--- config.mk ---
export PLATFORM = sky130hd
export DESIGN_NAME = tournament_parent_select_flat
export DESIGN_NICKNAME = d
export VERILOG_FILES = /design/src/hdl/tps_pkg.sv /design/src/hdl/tps_if.sv /design/src/hdl/tps_ctrl.sv /design/src/hdl/tps_dpath.sv /design/src/hdl/tournament_parent_select.sv /design/src/flat_wrapper.sv
export SDC_FILE = /design/constraint.sdc
export NUM_CORES = 2
export LEC_CHECK = 0
export BUFFER_PORTS_ARGS = -buffer_cell sky130_fd_sc_hd__buf_2
export CORE_MARGIN = 2
export CORE_UTILIZATION = 52
export CTS_CLUSTER_SIZE = 25
export DETAILED_ROUTE_END_ITERATION = 8
export GPL_TIMING_DRIVEN = 0
export MAX_ROUTING_LAYER = met4
export PLACE_DENSITY = 0.7
export SLEW_MARGIN = 20
export SYNTH_ARGS = -nofsm -noshare
export SYNTH_HDL_FRONTEND = slang
export SYNTH_SLANG_ARGS = --single-unit
--- constraint.sdc ---
create_clock -name clk_i -period 5.2 [get_ports clk_i]
set_clock_uncertainty 0.15 [all_clocks]
set_input_delay 1.04 -clock clk_i [delete_from_list [all_inputs] [get_ports clk_i]]
set_output_delay 1.04 -clock clk_i [all_outputs]
set_load 0.02 [all_outputs]
--- src/hdl/tps_pkg.sv ---
// Package for the tournament parent selector: item types, control structs,
// state codes and fixed sizes. No dependencies; every other file depends on it.
package tps_pkg;

  // Table depth and field widths
  localparam int MAX_POP   = 256;
  localparam int IDX_BITS  = $clog2(MAX_POP);
  localparam int FIT_BITS  = 16;
  localparam int CNT_BITS  = IDX_BITS + 1;
  localparam int CFG_BITS  = 9;
  localparam int CFGA_BITS = 1;

  // Register indexes on the configuration port
  localparam logic [CFGA_BITS-1:0] CFG_POPULATION = 1'b0;
  localparam logic [CFGA_BITS-1:0] CFG_TOURN_SIZE = 1'b1;

  // Item mode codes
  localparam logic MODE_LOAD = 1'b0;
  localparam logic MODE_DRAW = 1'b1;

  // Input beat payload
  typedef struct packed {
    logic                mode;
    logic [IDX_BITS-1:0] entry_index;
    logic [FIT_BITS-1:0] fitness_value;
  } item_t;

  // Result beat payload
  typedef struct packed {
    logic [IDX_BITS-1:0] winner_index;
    logic                winner_found;
    logic [FIT_BITS-1:0] winner_fitness;
  } result_t;

  // Controller to datapath
  typedef struct packed {
    logic load_we;   // write the table entry of the current beat
    logic draw_go;   // take the current draw: mark seen, start table read
    logic commit;    // fold the read fitness into the tournament
  } cmd_t;

  // Datapath to controller
  typedef struct packed {
    logic is_load;   // current beat is a load
    logic draw_ok;   // current beat is a draw of a fresh, in-range index
    logic done;      // pending draw completes the tournament
    logic out_stall; // result register full and not being taken
  } sts_t;

  // Controller states, one-hot
  typedef enum logic [1:0] {
    ST_IDLE = 2'b01,
    ST_CMP  = 2'b10
  } state_e;

endpackage

--- src/hdl/tps_if.sv ---
// Valid/ready channel interfaces for input items and results.
// Depends on tps_pkg for the payload types.
interface tps_item_if;
  logic          valid;
  logic          ready;
  tps_pkg::item_t data;

  modport source (output valid, output data, input ready);
  modport sink   (input valid, input data, output ready);
endinterface

interface tps_result_if;
  logic            valid;
  logic            ready;
  tps_pkg::result_t data;

  modport source (output valid, output data, input ready);
  modport sink   (input valid, input data, output ready);
endinterface

--- src/hdl/tps_ctrl.sv ---
// Controller for the tournament parent selector: accepts beats and
// sequences each draw through table read and compare. Depends on tps_pkg.
module tps_ctrl (
  input  logic          clk_i,
  input  logic          rst_ni,
  input  logic          in_valid_i,
  output logic          in_ready_o,
  input  tps_pkg::sts_t sts_i,
  output tps_pkg::cmd_t cmd_o
);
  import tps_pkg::*;

  state_e state_q, state_d;
  logic   accept;

  // Beats are taken only while idle
  assign in_ready_o = (state_q == ST_IDLE);
  assign accept     = in_valid_i && in_ready_o;

  // Next state and commands
  always_comb begin
    state_d       = state_q;
    cmd_o.load_we = 1'b0;
    cmd_o.draw_go = 1'b0;
    cmd_o.commit  = 1'b0;
    case (state_q)
      ST_IDLE: begin
        cmd_o.load_we = accept && sts_i.is_load;
        cmd_o.draw_go = accept && sts_i.draw_ok;
        if (accept && sts_i.draw_ok) begin
          state_d = ST_CMP;
        end
      end
      ST_CMP: begin
        // hold while a finishing draw has nowhere to put its result
        if (!(sts_i.done && sts_i.out_stall)) begin
          cmd_o.commit = 1'b1;
          state_d      = ST_IDLE;
        end
      end
      default: begin
        state_d = ST_IDLE;
      end
    endcase
  end

  always_ff @(posedge clk_i or negedge rst_ni) begin
    if (!rst_ni) begin
      state_q <= ST_IDLE;
    end else begin
      state_q <= state_d;
    end
  end

  // Checks
  a_commit_in_cmp: assert property (@(posedge clk_i) disable iff (!rst_ni)
    cmd_o.commit |-> state_q == ST_CMP)
    else $error("commit outside compare state");

  a_draw_to_cmp: assert property (@(posedge clk_i) disable iff (!rst_ni)
    cmd_o.draw_go |=> state_q == ST_CMP)
    else $error("accepted draw did not enter compare");

  a_no_double_cmd: assert property (@(posedge clk_i) disable iff (!rst_ni)
    !(cmd_o.load_we && cmd_o.draw_go))
    else $error("load and draw issued together");

endmodule

--- src/hdl/tps_dpath.sv ---
// Datapath for the tournament parent selector: configuration registers,
// fitness table, seen bits, running best and result register. Uses tps_pkg.
module tps_dpath (
  input  logic                             clk_i,
  input  logic                             rst_ni,
  input  logic                             cfg_we_i,
  input  logic [tps_pkg::CFGA_BITS-1:0]    cfg_idx_i,
  input  logic [tps_pkg::CFG_BITS-1:0]     cfg_data_i,
  input  tps_pkg::item_t                   item_i,
  input  tps_pkg::cmd_t                    cmd_i,
  output tps_pkg::sts_t                    sts_o,
  output logic                             res_valid_o,
  input  logic                             res_ready_i,
  output tps_pkg::result_t                 res_o
);
  import tps_pkg::*;

  logic [CFG_BITS-1:0] pop_q, tsize_q;
  logic [CNT_BITS-1:0] eff_pop, tsize_min1, eff_size;

  logic [FIT_BITS-1:0] fit_mem_q [MAX_POP];
  logic [FIT_BITS-1:0] rd_q;
  logic [IDX_BITS-1:0] idx_q;

  logic [MAX_POP-1:0]  seen_q;
  logic [CNT_BITS-1:0] cnt_q, cnt_nx;
  logic [FIT_BITS-1:0] lead_fit_q, nb_fit;
  logic [IDX_BITS-1:0] best_idx_q, nb_idx;
  logic                best_found_q, nb_found;
  logic                better, finish;

  logic    res_valid_q;
  result_t res_q;

  // Configuration registers
  always_ff @(posedge clk_i or negedge rst_ni) begin
    if (!rst_ni) begin
      pop_q   <= CFG_BITS'(MAX_POP);
      tsize_q <= CFG_BITS'(2);
    end else if (cfg_we_i) begin
      case (cfg_idx_i)
        CFG_POPULATION: pop_q   <= cfg_data_i;
        CFG_TOURN_SIZE: tsize_q <= cfg_data_i;
        default: ;
      endcase
    end
  end

  // Effective population and tournament size (clamped)
  always_comb begin
    if (pop_q == '0) begin
      eff_pop = CNT_BITS'(1);
    end else if (CNT_BITS'(pop_q) > CNT_BITS'(MAX_POP)) begin
      eff_pop = CNT_BITS'(MAX_POP);
    end else begin
      eff_pop = CNT_BITS'(pop_q);
    end
    tsize_min1 = (tsize_q == '0) ? CNT_BITS'(1) : CNT_BITS'(tsize_q);
    eff_size   = (tsize_min1 > eff_pop) ? eff_pop : tsize_min1;
  end

  // Fitness table: one write or one read per cycle, registered read data
  always_ff @(posedge clk_i) begin
    if (cmd_i.load_we) begin
      fit_mem_q[item_i.entry_index] <= item_i.fitness_value;
    end
    if (cmd_i.draw_go) begin
      rd_q  <= fit_mem_q[item_i.entry_index];
      idx_q <= item_i.entry_index;
    end
  end

  // Status for the controller
  assign sts_o.is_load   = (item_i.mode == MODE_LOAD);
  assign sts_o.draw_ok   = (item_i.mode == MODE_DRAW)
                        && (CNT_BITS'(item_i.entry_index) < eff_pop)
                        && !seen_q[item_i.entry_index];
  assign sts_o.done      = finish;
  assign sts_o.out_stall = res_valid_q && !res_ready_i;

  // Compare the read fitness against the running best
  always_comb begin
    better   = (rd_q > lead_fit_q);
    nb_fit   = better ? rd_q  : lead_fit_q;
    nb_idx   = better ? idx_q : best_idx_q;
    nb_found = better || best_found_q;
    cnt_nx   = cnt_q + CNT_BITS'(1);
    finish   = (cnt_nx >= eff_size);
  end

  // Tournament state
  always_ff @(posedge clk_i or negedge rst_ni) begin
    if (!rst_ni) begin
      seen_q       <= '0;
      cnt_q        <= '0;
      lead_fit_q   <= '0;
      best_idx_q   <= '0;
      best_found_q <= 1'b0;
    end else if (cmd_i.draw_go) begin
      seen_q[item_i.entry_index] <= 1'b1;
    end else if (cmd_i.commit) begin
      if (finish) begin
        seen_q       <= '0;
        cnt_q        <= '0;
        lead_fit_q   <= '0;
        best_idx_q   <= '0;
        best_found_q <= 1'b0;
      end else begin
        cnt_q        <= cnt_nx;
        lead_fit_q   <= nb_fit;
        best_idx_q   <= nb_idx;
        best_found_q <= nb_found;
      end
    end
  end

  // Result register
  always_ff @(posedge clk_i or negedge rst_ni) begin
    if (!rst_ni) begin
      res_valid_q <= 1'b0;
    end else if (cmd_i.commit && finish) begin
      res_valid_q <= 1'b1;
    end else if (res_ready_i) begin
      res_valid_q <= 1'b0;
    end
  end

  always_ff @(posedge clk_i) begin
    if (cmd_i.commit && finish) begin
      res_q.winner_index   <= nb_idx;
      res_q.winner_found   <= nb_found;
      res_q.winner_fitness <= nb_fit;
    end
  end

  assign res_valid_o = res_valid_q;
  assign res_o       = res_q;

  // Checks
  a_seen_marked: assert property (@(posedge clk_i) disable iff (!rst_ni)
    cmd_i.draw_go |=> seen_q[idx_q])
    else $error("drawn index not marked as seen");

  a_clear_on_finish: assert property (@(posedge clk_i) disable iff (!rst_ni)
    cmd_i.commit && finish |=> cnt_q == '0 && seen_q == '0 && !best_found_q)
    else $error("tournament state not cleared after result");

  a_found_fitness: assert property (@(posedge clk_i) disable iff (!rst_ni)
    best_found_q == (lead_fit_q != '0))
    else $error("found flag disagrees with best fitness");

endmodule

--- src/hdl/tournament_parent_select.sv ---
// Top level of the tournament parent selector: controller plus datapath.
// Depends on tps_pkg, tps_if (channel interfaces), tps_ctrl and tps_dpath.
//
//   channel    dir  beat payload                                    handshake
//   item_i     in   mode, entry_index, fitness_value                valid/ready
//   result_o   out  winner_index, winner_found, winner_fitness      valid/ready
//   cfg_*_i    in   cfg_idx_i (0 population, 1 tournament), data    we only
//
// A load or an ignored draw is taken while idle; a fresh draw passes accept
// with table read, then compare, since the table read port is registered.
// A result waits in an output register while the next beats are taken; only a
// draw that finishes a tournament while that register is still full stalls.
// Reset sets population 256 and tournament size 2, clears seen bits and best;
// the fitness table is not cleared, so draws must only hit loaded entries.
module tournament_parent_select (
  input  logic                          clk_i,
  input  logic                          rst_ni,
  input  logic                          cfg_we_i,
  input  logic [tps_pkg::CFGA_BITS-1:0] cfg_idx_i,
  input  logic [tps_pkg::CFG_BITS-1:0]  cfg_data_i,
  tps_item_if.sink                      item_i,
  tps_result_if.source                  result_o
);
  import tps_pkg::*;

  cmd_t cmd;
  sts_t sts;
  logic in_ready;

  assign item_i.ready = in_ready;

  tps_ctrl u_ctrl (
    .clk_i      (clk_i),
    .rst_ni     (rst_ni),
    .in_valid_i (item_i.valid),
    .in_ready_o (in_ready),
    .sts_i      (sts),
    .cmd_o      (cmd)
  );

  tps_dpath u_dpath (
    .clk_i       (clk_i),
    .rst_ni      (rst_ni),
    .cfg_we_i    (cfg_we_i),
    .cfg_idx_i   (cfg_idx_i),
    .cfg_data_i  (cfg_data_i),
    .item_i      (item_i.data),
    .cmd_i       (cmd),
    .sts_o       (sts),
    .res_valid_o (result_o.valid),
    .res_ready_i (result_o.ready),
    .res_o       (result_o.data)
  );

endmodule
--- src/flat_wrapper.sv ---
// flat-port wrapper written by rule: the top's interface ports become plain ports
module tournament_parent_select_flat import tps_pkg::*;
  (clk_i, rst_ni, cfg_we_i, cfg_idx_i, cfg_data_i, item_i_valid, item_i_data, item_i_ready, result_o_valid, result_o_data, result_o_ready);
  tps_item_if item_i_i ();
  tps_result_if result_o_i ();
  input  logic clk_i;
  input  logic rst_ni;
  input  logic cfg_we_i;
  input  logic [tps_pkg::CFGA_BITS-1:0] cfg_idx_i;
  input  logic [tps_pkg::CFG_BITS-1:0] cfg_data_i;
  input wire logic [$bits(item_i_i.valid)-1:0] item_i_valid;
  input wire logic [$bits(item_i_i.data)-1:0] item_i_data;
  output wire logic [$bits(item_i_i.ready)-1:0] item_i_ready;
  output wire logic [$bits(result_o_i.valid)-1:0] result_o_valid;
  output wire logic [$bits(result_o_i.data)-1:0] result_o_data;
  input wire logic [$bits(result_o_i.ready)-1:0] result_o_ready;
  assign item_i_i.valid = item_i_valid;
  assign item_i_i.data = item_i_data;
  assign item_i_ready = item_i_i.ready;
  assign result_o_valid = result_o_i.valid;
  assign result_o_data = result_o_i.data;
  assign result_o_i.ready = result_o_ready;
  tournament_parent_select u_core (.clk_i(clk_i), .rst_ni(rst_ni), .cfg_we_i(cfg_we_i), .cfg_idx_i(cfg_idx_i), .cfg_data_i(cfg_data_i), .item_i(item_i_i), .result_o(result_o_i));
endmodule
==> out/results.txt <==
Syn Inst Count = 8000
overflow left after global routing = 0
Hold Path Class = input port to flop
Seq/Total Area, Yosys = 76.4%
Starting DRT DRC Count = 21765
port bufs = 66
count leader, synth = edfxtp_1
WL per Instance = 56.1 um
layout cells sized above 1 = 34.1%
Cell Area, Synth = 173000 um2
Fillers = 22127
Fmax = 180 MHz
worst slack, placed = -3.86 ns
GRT Total Usage = 47.1%
Synth cell types = 76
routed vias = 101996
PD cells = 383 nW/um2
Final period util = 107%
Synth async-reset ratio = 6.98%
top post-synthesis cells by count = 4145 x edfxtp_1, 1143 x mux4_2, 318 x nor2_1, 308 x dfrtp_1, 260 x nand2_1
internal power = 59.8 mW
CTS max path bufs = 4
Worst Path Max Fanout = 10
Die Wd = 581 um
Clk pwr share = 41.6%
Tmin final = 5.55 ns
WS Path Type = input port to flop
Worst-path clk slew = 0.06 ns
Crit path arrival time = 5.96 ns
cts bufs inserted = 446
outcome = finished with violations
CTS root buffer = clkbuf_16
RSZ-0062 raised after global routing = yes
Comb pwr share = 8.4%
YS warnings = 0
critical path startpoint category = input port
setup tns final = -37.75 ns
WHS = 0.0786 ns
synthesis-to-finish area growth = 19.1%
violated checks = setup timing
final wirelength = 770 mm
Layout Utilization = 62.3%
EDFF count, synth = 4145
Worst Path Required = 5.61 ns
worst vdd ir = 0.388 mV
Synth area leader = edfxtp_1
Clk Latency, worst-skew pair = 1.07 ns
row count = 211
switch share = 24.4%
P_leak = 66.4 nW
CTS tree = yes
FF/Latch Area = 132000 um2
vias per std cell = 7.43
initial antenna violation count = 125
H-Tree Depth = 5
Initial Util = 52.3%
Die H = 581 um
top-area cell type share of the netlist area = 71.9%
hpwl dp = 529 mm
gpl congestion = 1.07
core box area = 331000 um2
I/O Pins = 67
multi-input logic area = 41200 um2
drt first pass iters = 7
Post-Syn Nets = 8082
final setup fails = 675
Synth Flop Type = edfxtp_1
Final Hold Fails = 0
Residual DRC = 0
clock sinks = 4456
Worst Tran Pin Value = 1.38 ns
synth top area cells = edfxtp_1 72%, mux4_2 15%, dfrtp_1 4.4%
first-pass GRT wire length = 974 mm
Tot Pwr = 79.0 mW
vias in the first global route = 94189
sequential power share = 50.0%
largest net degree at the start of global routing = 137
Syn Area/Cell = 21.7 um2
post-route antenna net violation count = 0
Synth Register Bits = 4456
reported max-cap violation count = 0
Sw Pwr = 19.3 mW
fin worst setup slack = -0.352 ns
max-slew violations = 0
normalized max-slew margin = 7.80%
nets = 8937
die area = 338000 um2
Crit. End Element = flop
[sequential cells by signal, indices dropped and copies added, names as in the netlist, 2 cells and up]
name,count
u_core.u_dpath.res_o,25
u_core.u_dpath.cnt_q,9
u_core.u_dpath.idx_q,8
u_core.u_dpath.seen_q,256
u_core.u_dpath.lead_fit_q,16
u_core.u_dpath.pop_q,9
u_core.u_dpath.best_idx_q,8
u_core.u_dpath.tsize_q,9
u_core.u_dpath.fit_mem_q,4096
u_core.u_dpath.rd_q,16
u_core.u_ctrl.state_q,2
[critical path: stages]
cell,delay (ns)
buf_2,0.10
buf_6,0.19
buf_8,0.21
buf_6,0.20
buf_8,0.32
buf_8,0.36
buf_12,0.34
mux4_2,0.56
a22oi_1,0.26
a21oi_1,0.22
nor2_4,0.55
o221ai_4,0.40
a22oi_1,0.41
o211ai_1,0.59
[cells in the final DEF (no fill, tap or decap), types with 140 or more instances in the layout]
cell type and instances:
mux4_2 1143, buf_12 144, clkbuf_16 450, nor2_4 258, dfrtp_1 308, buf_16 156, edfxtp_1 4145, clkbuf_1 140
nand2_1 256, mux2i_1 140
[stage by stage]
| stage | instances | cell area [um2] |
|---|---|---|
| after floorplan | 8000 | 173000 |
| after global routing | 13696 | 206000 |
| after detailed placement | 12705 | 188000 |
| final | 13734 | 206000 |
| after global placement | 12432 | 179000 |
| after CTS | 13582 | 205000 |
[repair_timing]
action	4_1_cts	5_1_grt
hold buffers	1	0
buffers inserted	50	29
hold endpoints to repair	63	0
setup endpoints to repair	4452	1314
gates cloned	1	2
pin swaps	43	33
gates resized for setup	435	231
[final cells by class]
cell class	instances	area share [%]
well taps	4366	2.65
flip-flops and latches	4456	64.1
repair inverters	2	0.00728
clock inverters	294	1.48
plain buffers	502	2.08
diodes	128	0.155
repair buffers	420	3.82
clock buffers	539	5.66
inverters	30	0.0588
multi-input cells	2997	20.0
[kinds of logic after synthesis]
logic type                 Yosys count  share of synthesized area [%]
adders and majority gates           42                          0.303
muxes                             1354                           16.1
DFF                               4456                           76.4
AOI/OAI and AO/OA                  814                           3.56
xor gates and xnor gates             7                         0.0354
buffers and inverters              547                           1.63
and+or+nand+nor                    780                           2.00
[path summary, 6_finish.rpt]
check                                          start                                end  slack (ns)  depth (start not counted)
min in group asynchronous                     rst_ni       u_core.u_dpath.lead_fit_q[6]        0.42                          2
min                                  item_i_data[14]  u_core.u_dpath.fit_mem_q[248][14]        0.08                          1
max                                  item_i_data[16]            u_core.u_dpath.rd_q[15]       -0.35                         14
max reg2reg                  u_core.u_dpath.pop_q[7]           u_core.u_dpath.res_o[20]        0.19                         20
max in group asynchronous                     rst_ni          u_core.u_dpath.seen_q[61]        3.46                          3
min reg2reg                u_core.u_dpath.seen_q[30]          u_core.u_dpath.seen_q[30]        0.33                          2
[metal layers]
layer | routed length, um | global-route usage, % | share of wire (%) | vias up
li1 | - | - | - | 35849
met1 | 249000 | 55.8 | 32 | 53710
met2 | 323000 | 63.0 | 42 | 9993
met3 | 120000 | 20.0 | 16 | 2444
met4 | 78200 | 37.3 | 10 | 0
met5 | 0 | - | 0 | -
[power by group through the flow]
stage	clock network, mW	registers (mW)	logic [mW]
6_report	32.9	39.5	6.64
5_1_grt	34.1	39.5	6.53
4_1_cts	32.7	39.5	6.22
3_5_place_dp	0	40.3	6.03
3_3_place_gp	0	40.4	5.58
2_1_floorplan	0	40.2	2.34
Power figures use the tool's default switching activity.
